File: config.mk
export PLATFORM = sky130hd
export DESIGN_NAME = rumble_pulse_pattern_driver
export DESIGN_NICKNAME = d
export VERILOG_FILES = /design/src/rtl/rppd_pkg.sv /design/src/rtl/rumble_pulse_pattern_driver.sv
export SDC_FILE = /design/constraint.sdc
export NUM_CORES = 1
export LEC_CHECK = 0
export BUFFER_PORTS_ARGS = -buffer_cell sky130_fd_sc_hd__buf_2
export CAP_MARGIN = 40
export CORE_AREA = 2 2 181 148
export CTS_CLUSTER_SIZE = 28
export DETAILED_ROUTE_END_ITERATION = 10
export DIE_AREA = 0 0 183 150
export GPL_TIMING_DRIVEN = 0
export SETUP_SLACK_MARGIN = 0.2
export SLEW_MARGIN = 20
export SYNTH_ARGS = -nofsm -noshare
export SYNTH_HDL_FRONTEND = slang
export SYNTH_SLANG_ARGS = --single-unit
File: constraint.sdc
create_clock -name clock -period 14.1 [get_ports clock]
set_input_delay 2.82 -clock clock [delete_from_list [all_inputs] [get_ports clock]]
set_output_delay 2.82 -clock clock [all_outputs]
set_load 0.03 [all_outputs]
File: src/rtl/rppd_pkg.sv
package rppd_pkg;

   localparam int unsigned LevelWidth    = 18;
   localparam int unsigned StrengthWidth = 6;
   localparam int unsigned CountWidth    = 8;

   localparam logic [1:0] CMD_TICK   = 2'd0;
   localparam logic [1:0] CMD_PULSE  = 2'd1;
   localparam logic [1:0] CMD_QUEUE  = 2'd2;
   localparam logic [1:0] CMD_CANCEL = 2'd3;

   localparam logic [7:0]            STRENGTH_MAX = 8'h30;
   localparam logic [LevelWidth-1:0] RISE_STEP    = 18'h00aaa;
   localparam logic [LevelWidth-1:0] DECAY_STEP   = 18'h00375;
   localparam logic [LevelWidth-1:0] LEVEL_PIN    = 18'h10000;
   localparam logic [LevelWidth-1:0] LEVEL_MAX    = 18'd199338;

   typedef struct packed {
      logic [CountWidth-1:0] pulses_left;
      logic [LevelWidth-1:0] energy_level;
      logic                  pulse_active;
      logic                  motor_on;
   } rsp_word_type;

   typedef struct packed {
      logic [LevelWidth-1:0] target;
      logic                  rising;
   } pulse_type;

   function automatic logic [StrengthWidth-1:0] clamp_strength(input logic [7:0] s);
      clamp_strength = (s > STRENGTH_MAX) ? STRENGTH_MAX[StrengthWidth-1:0]
                                          : s[StrengthWidth-1:0];
   endfunction

   // target = strength * 4096, raised only while a rise is running
   function automatic pulse_type start_pulse(input logic                  rising,
                                             input logic [LevelWidth-1:0] target,
                                             input logic [LevelWidth-1:0] level,
                                             input logic [StrengthWidth-1:0] s);
      logic [LevelWidth-1:0] t;
      pulse_type             p;
      t = {s, 12'd0};
      p.target = (!rising || target <= t) ? t : target;
      p.rising = rising || (level < p.target);
      start_pulse = p;
   endfunction

endpackage

File: src/rtl/rumble_pulse_pattern_driver.sv
// Haptic pulse driver for a rumble motor.
// req channel: one word per command; req_tuser holds cmd[1:0] and tdata from
// bit 0 holds intensity[7:0], pulse_count[15:8], gap_ticks[23:16]. cmd 0 is a
// timer tick, 1 starts a single pulse, 2 queues a pattern, 3 cancels everything.
// rsp channel: exactly one word per command, in order; tdata from bit 0 holds
// motor_on, pulse_active, energy_level[19:2], pulses_left[27:20].
// csr port: csr_we writes drive_enable from csr_wdata and forces the motor off;
// write it only while no command is in flight.
// Commands are processed combinationally between the request handshake and a two-word
// result queue; the result shows on rsp in the cycle after the request is taken unless
// an older word still waits, and a command is accepted every cycle the queue is not full.
// When the receiver stalls, the queue holds up to two words; req_tready drops
// only when both are full, and rises again once the registered fill drops after one is taken.
// Synchronous reset clears the energy state, the pattern, drive_enable and
// empties the result queue.
module rumble_pulse_pattern_driver (
   input  logic        clock,
   input  logic        reset,
   input  logic        req_tvalid,
   output logic        req_tready,
   input  logic [23:0] req_tdata,   // intensity, pulse_count, gap_ticks
   input  logic [1:0]  req_tuser,   // cmd
   output logic        rsp_tvalid,
   input  logic        rsp_tready,
   output logic [31:0] rsp_tdata,   // motor_on, pulse_active, energy_level, pulses_left
   input  logic        csr_we,
   input  logic        csr_wdata
);
   import rppd_pkg::*;

   logic                     drive_enable_ff, drive_enable_in;
   logic                     rising_ff, rising_in;
   logic [LevelWidth-1:0]    level_ff, level_in;
   logic [LevelWidth-1:0]    target_ff, target_in;
   logic                     motor_drive_ff, motor_drive_in;
   logic [CountWidth-1:0]    qcount_ff, qcount_in;
   logic [CountWidth-1:0]    qgap_ff, qgap_in;
   logic [CountWidth-1:0]    qdelay_ff, qdelay_in;
   logic [StrengthWidth-1:0] qstrength_ff, qstrength_in;

   logic [1:0]   fill_ff, fill_in;
   rsp_word_type head_ff, head_in;
   rsp_word_type skid_ff, skid_in;

   logic         push, pop;
   logic [1:0]   cmd;
   logic [7:0]   intensity, pulse_count, gap_ticks;
   rsp_word_type word_new;

   assign cmd         = req_tuser;
   assign intensity   = req_tdata[7:0];
   assign pulse_count = req_tdata[15:8];
   assign gap_ticks   = req_tdata[23:16];

   assign req_tready = (fill_ff != 2'd2);
   assign push       = req_tvalid && req_tready;
   assign pop        = rsp_tvalid && rsp_tready;
   assign rsp_tvalid = (fill_ff != 2'd0);
   assign rsp_tdata  = {4'd0, head_ff};

   always_comb begin
      logic [LevelWidth-1:0] lvl_up;
      pulse_type             p;
      rising_in       = rising_ff;
      level_in        = level_ff;
      target_in       = target_ff;
      motor_drive_in  = motor_drive_ff;
      qcount_in       = qcount_ff;
      qgap_in         = qgap_ff;
      qdelay_in       = qdelay_ff;
      qstrength_in    = qstrength_ff;
      drive_enable_in = drive_enable_ff;
      lvl_up          = level_ff + RISE_STEP;
      p               = '0;
      if (push) begin
         case (cmd)
            CMD_TICK: begin
               if (rising_ff) begin
                  motor_drive_in = drive_enable_ff;
                  level_in       = lvl_up;
                  if (lvl_up >= target_ff) begin
                     rising_in = 1'b0;
                     if (target_ff > LEVEL_PIN) begin
                        level_in = LEVEL_PIN;
                     end
                  end
               end else begin
                  motor_drive_in = 1'b0;
                  level_in = (level_ff > DECAY_STEP) ? (level_ff - DECAY_STEP) : '0;
               end
               // next queued pulse once the motor has settled at zero
               if (!rising_in && level_in == '0 && qcount_ff != '0) begin
                  if (qdelay_ff != '0) begin
                     qdelay_in = qdelay_ff - CountWidth'(1);
                  end else begin
                     p = start_pulse(rising_in, target_ff, level_in, qstrength_ff);
                     target_in = p.target;
                     rising_in = p.rising;
                     qcount_in = qcount_ff - CountWidth'(1);
                     qdelay_in = qgap_ff;
                  end
               end
            end
            CMD_PULSE: begin
               qcount_in    = '0;
               qgap_in      = '0;
               qdelay_in    = '0;
               qstrength_in = '0;
               p = start_pulse(rising_ff, target_ff, level_ff, clamp_strength(intensity));
               target_in = p.target;
               rising_in = p.rising;
            end
            CMD_QUEUE: begin
               qcount_in    = '0;
               qgap_in      = '0;
               qdelay_in    = '0;
               qstrength_in = '0;
               if (pulse_count != '0) begin
                  p = start_pulse(rising_ff, target_ff, level_ff,
                                  clamp_strength(intensity));
                  target_in = p.target;
                  rising_in = p.rising;
                  if (pulse_count > 8'd1) begin
                     qcount_in    = pulse_count - 8'd1;
                     qgap_in      = gap_ticks;
                     qdelay_in    = gap_ticks;
                     qstrength_in = clamp_strength(intensity);
                  end
               end
            end
            default: begin
               motor_drive_in = 1'b0;
               rising_in      = 1'b0;
               level_in       = '0;
               target_in      = '0;
               qcount_in      = '0;
               qgap_in        = '0;
               qdelay_in      = '0;
               qstrength_in   = '0;
            end
         endcase
      end
      if (csr_we) begin
         drive_enable_in = csr_wdata;
         motor_drive_in  = 1'b0;
      end
   end

   always_comb begin
      word_new.motor_on     = motor_drive_in;
      word_new.pulse_active = rising_in;
      word_new.energy_level = level_in;
      word_new.pulses_left  = qcount_in;
   end

   // two-word result queue: head drives rsp, skid catches a word during a stall
   always_comb begin
      fill_in = fill_ff;
      head_in = head_ff;
      skid_in = skid_ff;
      if (push && !pop) begin
         fill_in = fill_ff + 2'd1;
         if (fill_ff == 2'd0) begin
            head_in = word_new;
         end else begin
            skid_in = word_new;
         end
      end else if (pop && !push) begin
         fill_in = fill_ff - 2'd1;
         head_in = skid_ff;
      end else if (push && pop) begin
         if (fill_ff == 2'd1) begin
            head_in = word_new;
         end else begin
            head_in = skid_ff;
            skid_in = word_new;
         end
      end
   end

   always_ff @(posedge clock) begin
      if (reset) begin
         drive_enable_ff <= 1'b0;
         rising_ff       <= 1'b0;
         level_ff        <= '0;
         target_ff       <= '0;
         motor_drive_ff  <= 1'b0;
         qcount_ff       <= '0;
         qgap_ff         <= '0;
         qdelay_ff       <= '0;
         qstrength_ff    <= '0;
         fill_ff         <= 2'd0;
      end else begin
         drive_enable_ff <= drive_enable_in;
         rising_ff       <= rising_in;
         level_ff        <= level_in;
         target_ff       <= target_in;
         motor_drive_ff  <= motor_drive_in;
         qcount_ff       <= qcount_in;
         qgap_ff         <= qgap_in;
         qdelay_ff       <= qdelay_in;
         qstrength_ff    <= qstrength_in;
         fill_ff         <= fill_in;
      end
   end

   always_ff @(posedge clock) begin
      head_ff <= head_in;
      skid_ff <= skid_in;
   end

`ifndef NO_ASSERTIONS
   a_fill_range: assert property (@(posedge clock) disable iff (reset)
      fill_ff != 2'd3)
      else $error("result queue fill out of range");

   a_rise_below_target: assert property (@(posedge clock) disable iff (reset)
      rising_ff |-> (level_ff < target_ff))
      else $error("rising with level at or above target");

   a_level_bound: assert property (@(posedge clock) disable iff (reset)
      level_ff <= LEVEL_MAX)
      else $error("energy level out of range");

   a_disabled_motor_off: assert property (@(posedge clock) disable iff (reset)
      !drive_enable_ff |-> !motor_drive_ff)
      else $error("motor driven while disabled");

   a_csr_motor_off: assert property (@(posedge clock) disable iff (reset)
      csr_we |=> !motor_drive_ff)
      else $error("motor not forced off by register write");
`endif

endmodule
## Word-level counts from Yosys, hierarchy flattened

Index checks and enable logic that the tools add are counted.
W data, S select, Z words.

- Reductions and logical operators: 31
- Shift operators: 0
- Bitwise logic cells: 1
- Divide/modulo/power cells: 0
- $lt $le $gt $ge: 9
- $add $sub $neg: 7
- Mux-type cells: 55
- Equal/unequal tests: 11
- Multipliers: 0

Operators by type and width:

| kind | number |
|---|---|
| $mux W28 | 10 |
| $mux W18 | 12 |
| $mux W8 | 9 |
| $pmux W18 S3 | 1 |
| $pmux W8 S2 | 3 |
| $le A18 B18 Y1 | 2 |
| $lt A18 B18 Y1 | 2 |
| $pmux W18 S2 | 1 |
| $reduce_bool A8 Y1 | 3 |
| $sub A8 B1 Y8 const B | 3 |
| $add A18 B12 Y18 const B | 1 |
| $ge A18 B18 Y1 | 1 |
| $gt A18 B10 Y1 const B | 1 |
| $gt A18 B17 Y1 const B | 1 |
| $logic_not A18 Y1 | 1 |
| $mux W6 | 3 |
| $sub A18 B10 Y18 const B | 1 |
| $ne A2 B2 Y1 const B | 7 |
| $pmux W6 S2 | 1 |
| $mux W1 | 11 |
| $gt A8 B1 Y1 const B | 1 |
| $gt A8 B6 Y1 const B | 1 |
| $reduce_and A4 Y1 | 2 |
| $logic_and A1 B1 Y1 | 7 |
| 16 further kinds | 29 |

- Memories: 0
- Output and inout bits: 34
- Latch bits: 0
- Memory bits (read-only): 0
- RAM bits: 0
- Bits in registers: 127

## Logic depth before layout (Yosys ltp)

- Word-level depth: 19
- Depth in mapped cells: 27
- Depth with buffers taken out: 25

## Worst setup path before layout

No wires, ideal clock.

- Path kind: input to register
- From: input port req_tdata[2]
- To: register head_ff (netlist bit rsp_tdata[1]), data pin
- Stages: 21
- Arrival: 6.835 ns
- Path slack: 7.005 ns
- Data required time: 13.840 ns
- Cells stage by stage: or4_1 a311oi_1 nand2_1 ha_1 nand4_1 nor2_1 nor2_1 a21oi_1 clkbuf_1 buf_1 nand2_1 ha_1 o21a_1 o21a_1 o21ai_0 a21oi_1 o211ai_1 a21o_1 a221oi_1 o41ai_1 mux2_2

RTL lines:

| item | RTL line | source |
|---|---|---|
| from (decl) | rumble_pulse_pattern_driver.sv:21 | `input logic [23:0] req_tdata,` |
| to (signal assigned) | rumble_pulse_pattern_driver.sv:208 | `head_ff <= head_in;` |
| to (decl) | rumble_pulse_pattern_driver.sv:42 | `rsp_word_type head_ff, head_in;` |

==> flow_summary.yaml <==
power:
  leakage_power_of_the_design_nw: 4.18
  power.share.switching: 0.379
  clock_power_share: 0.304
  worst_ir_drop_vdd_mv: 0.0773
  intPower_mw: 0.919
  p_seq_frac: 0.351
  power_density_nw_per_um2: 145
  power.combinational.fraction: 0.345
  total_power_mw: 1.48
  total_switching_power_mw: 0.561
layout:
  finish.instance_area_um2: 10200
  area.growth.synth_to_final_pct: 15.8
  num-nets-final: 1238
  antenna_cells: 0
  layout.core_utilization: 0.397
  drive_above_1_share: 0.126
  nFillCells: 2613
setup_path:
  cp-startpoint: "level_ff[1]$_SDFF_PP0_"
  ff2ff_path_depth: 26
  required_ns: 14.39
  data_arrival_time_of_the_critical_path_ns: 7.97
  worst-r2r-setup-slack_ns: 6.42
  r2r_start: "level_ff[1]$_SDFF_PP0_"
  critical_path.endpoint: "rsp_tdata[1]$_DFFE_PP_"
  worstSetupPathType: "reg2reg"
  timing.critical_path.to_type: "flip-flop"
  critPathLaunchType: "flip-flop"
  worst_r2r_endpoint: "rsp_tdata[1]$_DFFE_PP_"
  crit_path_max_fo: 10
cts:
  cts_tree: "built"
  total_setup_buffers_inserted_after_cts: 0
  worst_skew_pair.late_latency_ns: 0.43
  hold_buffers: 0
  clock_path_buffers: 2
  cts_inserted_buffers: 17
  ctsResizeCount: 0
  cts.root.buffer_cell: "clkbuf_16"
  cts_max_level: 4
  clk_transition_reported_paths_ns: 0.06
  numClockSinks: 127
route:
  detail_route.vias_per_cell: 5.52
  detailedRoute.firstPassIterationCount: 5
  wirelength_um: 26700
  initialDrtViolationCount: 827
  overall_via_count_from_detail_route: 8097
  avgRoutedWirePerCell_um: 18.2
  post-route-drc-count: 0
  route.antenna.remaining_nets: 0
min_path:
  worst_hold_path_type: "reg2reg"
synth:
  edff_count_synth: 56
  synthesis.area_um2: 8820
  synthArstFlopShare: 0
  synth_top_cells_by_count: "99 x nor2_1, 91 x a21oi_1, 86 x nand2_1"
  yosysWarningCount: 0
  post_synth_inst_count: 1036
  yosys.cell_types.count: 85
  synthDominantAreaCellType: "edfxtp_1"
  leading_cell_types_by_total_area_after_synthesis: "edfxtp_1 19%, dfxtp_1 16%, ha_1 12%"
  ys_ff_latch: 127
  ys.flop_type: "dfxtp_1"
  synth_sequential_area_ratio: 0.352
  mean_cell_area_of_the_mapped_netlist_um2: 8.52
  yosys.cell_count.top_type: "nor2_1"
  post-synth-top-area-fraction: 0.191
grt:
  initial_antenna_violation_count: 0
  wire_length_of_the_first_global_routing_pass_um: 41700
  gr-usage-all-layers: 0.197
  globalRouteOverflowTotal: 0
  largest_net_degree_at_the_start_of_global_routing: 28
  first_global_vias: 7371
floorplanning:
  num_rows: 53
  initial_utilization: 0.343
  design.die.area_um2: 27500
  core_um2: 25700
  design.portCount: 66
  die_height_um: 150
  die_w_um: 183
timing:
  rsz_0062_raised_after_global_routing: "no"
  timing_worst_slew_pin_value_ns: 0.871
  setup_total_negative_slack_ns: 0
  total_of_endpoints_with_negative_setup_slack_in_the_final_report: 0
  period_minus_slack_ns: 7.68
  period_share: 0.544
  timing.slew.headroom: 0.419
  hold_viol_final: 0
  worst_hold_slack_ns: 0.454
  worst_skew_ns: 0.0107
  final-max-slew-violation-count: 0
  achievable-frequency_ghz: 0.130
run:
  drv_cap: 0
place:
  io_buffers: 60
  final_hpwl_dp_um: 20600
  detailed_place.area_um2: 9630
  place.gp.congestion: 0.918
status:
  result_of_the_run: "finished, final reports clean"
-- registers in the layout (all words and copies together) (netlist names) --
signal / flops
target_ff: 18
qgap_ff: 8
qstrength_ff: 6
qdelay_ff: 8
level_ff: 18
motor_drive_ff: 1
rising_ff: 1
qcount_ff: 8
fill_ff: 2
rsp_tdata: 28
skid_ff: 28
drive_enable_ff: 1
-- per-layer routing --
metal	vias to the layer above	wire [µm]	track usage
li1	3951	-	-
met1	3838	13400	0.296
met2	290	11200	0.287
met3	18	1890	0.0397
met4	0	260	0.0436
met5	-	0	0
-- power groups by stage --
stage	clock (mW)	combinational, mW	sequential [mW]
3_3_place_gp	0	0.486	0.532
4_1_cts	0.458	0.510	0.520
2_1_floorplan	0	0.266	0.618
5_1_grt	0.476	0.556	0.528
6_report	0.450	0.510	0.520
3_5_place_dp	0	0.507	0.528
-- cells by family (layout without fill, tap and decap cells) --
logic type | Yosys count | in the layout | synth area share
XOR/XNOR | 35 | 35 | 0.0347
adder cells (fa/ha/maj) | 82 | 82 | 0.116
AO/OA/AOI/OAI | 294 | 294 | 0.224
flip-flops | 127 | 127 | 0.352
multiplexers | 15 | 15 | 0.0184
buffers and inverters | 142 | 240 | 0.0648
other | 1 | 4 | 0.000425
AND/OR/NAND/NOR | 340 | 340 | 0.189
-- worst min-delay path by stage --
stage | cells after the start | slack, ns | endpoint | startpoint
after global placement | 2 | 0.44 | qgap_ff[2]$_SDFFE_PP0P_ | qgap_ff[2]$_SDFFE_PP0P_
final | 2 | 0.45 | qgap_ff[4]$_SDFFE_PP0P_ | qgap_ff[4]$_SDFFE_PP0P_
after CTS | 2 | 0.46 | qgap_ff[4]$_SDFFE_PP0P_ | qgap_ff[4]$_SDFFE_PP0P_
after floorplan | 2 | 0.43 | qgap_ff[2]$_SDFFE_PP0P_ | qgap_ff[2]$_SDFFE_PP0P_
after detailed placement | 2 | 0.45 | qgap_ff[4]$_SDFFE_PP0P_ | qgap_ff[4]$_SDFFE_PP0P_
after global routing | 2 | 0.48 | qgap_ff[7]$_SDFFE_PP0P_ | qgap_ff[7]$_SDFFE_PP0P_
-- critical path: stages (launching register included) --
cell,delay (ns)
dfxtp_1,0.41
ha_1,0.24
clkbuf_1,0.17
o211ai_1,0.24
nand2_1,0.18
o21ai_0,0.28
a21boi_0,0.16
xnor2_1,0.50
ha_1,0.36
a21oi_1,0.15
nor2_1,0.05
a211oi_1,0.22
o2111ai_1,0.23
nor4_2,0.75
clkbuf_1,0.41
clkbuf_1,0.40
nand2_1,0.11
ha_1,0.31
a21o_1,0.16
a21o_1,0.17
a21oi_1,0.15
o21ai_0,0.10
a31o_2,0.25
nor4b_1,0.34
a21oi_1,0.17
o41ai_1,0.72
mux2_2,0.30
-- area by class of cell --
type | count | area, µm² | area share
Tap cell | 330 | 413 | 0.0404
Sequential cell | 127 | 3100 | 0.304
Inverter | 78 | 293 | 0.0287
Clock buffer | 18 | 429 | 0.0420
Clock inverter | 14 | 156 | 0.0153
Timing Repair Buffer | 66 | 357 | 0.0349
Multi-Input combinational cell | 770 | 5190 | 0.508
Buffer | 64 | 279 | 0.0273
-- per-stage QoR --
stage / instances / setup WS [ns]
final: 1467 / 6.42
after global routing: 1467 / 5.74
after CTS: 1467 / 6.50
after detailed placement: 1435 / 6.06
after global placement: 1429 / 6.03
after floorplan: 1039 / 7.01
-- layout by cell type (no fill, tap or decap), types with 21 or more instances in the layout --
master,instances
xnor2_1,21
nor3_1,39
dfxtp_1,71
o21ai_0,45
clkbuf_1,44
ha_1,82
a21o_1,21
buf_2,75
inv_1,77
edfxtp_1,56
nand2_1,86
nor2_1,99
nand3_1,22
a21oi_1,91
No activity file was read; power rests on OpenSTA's default activity.
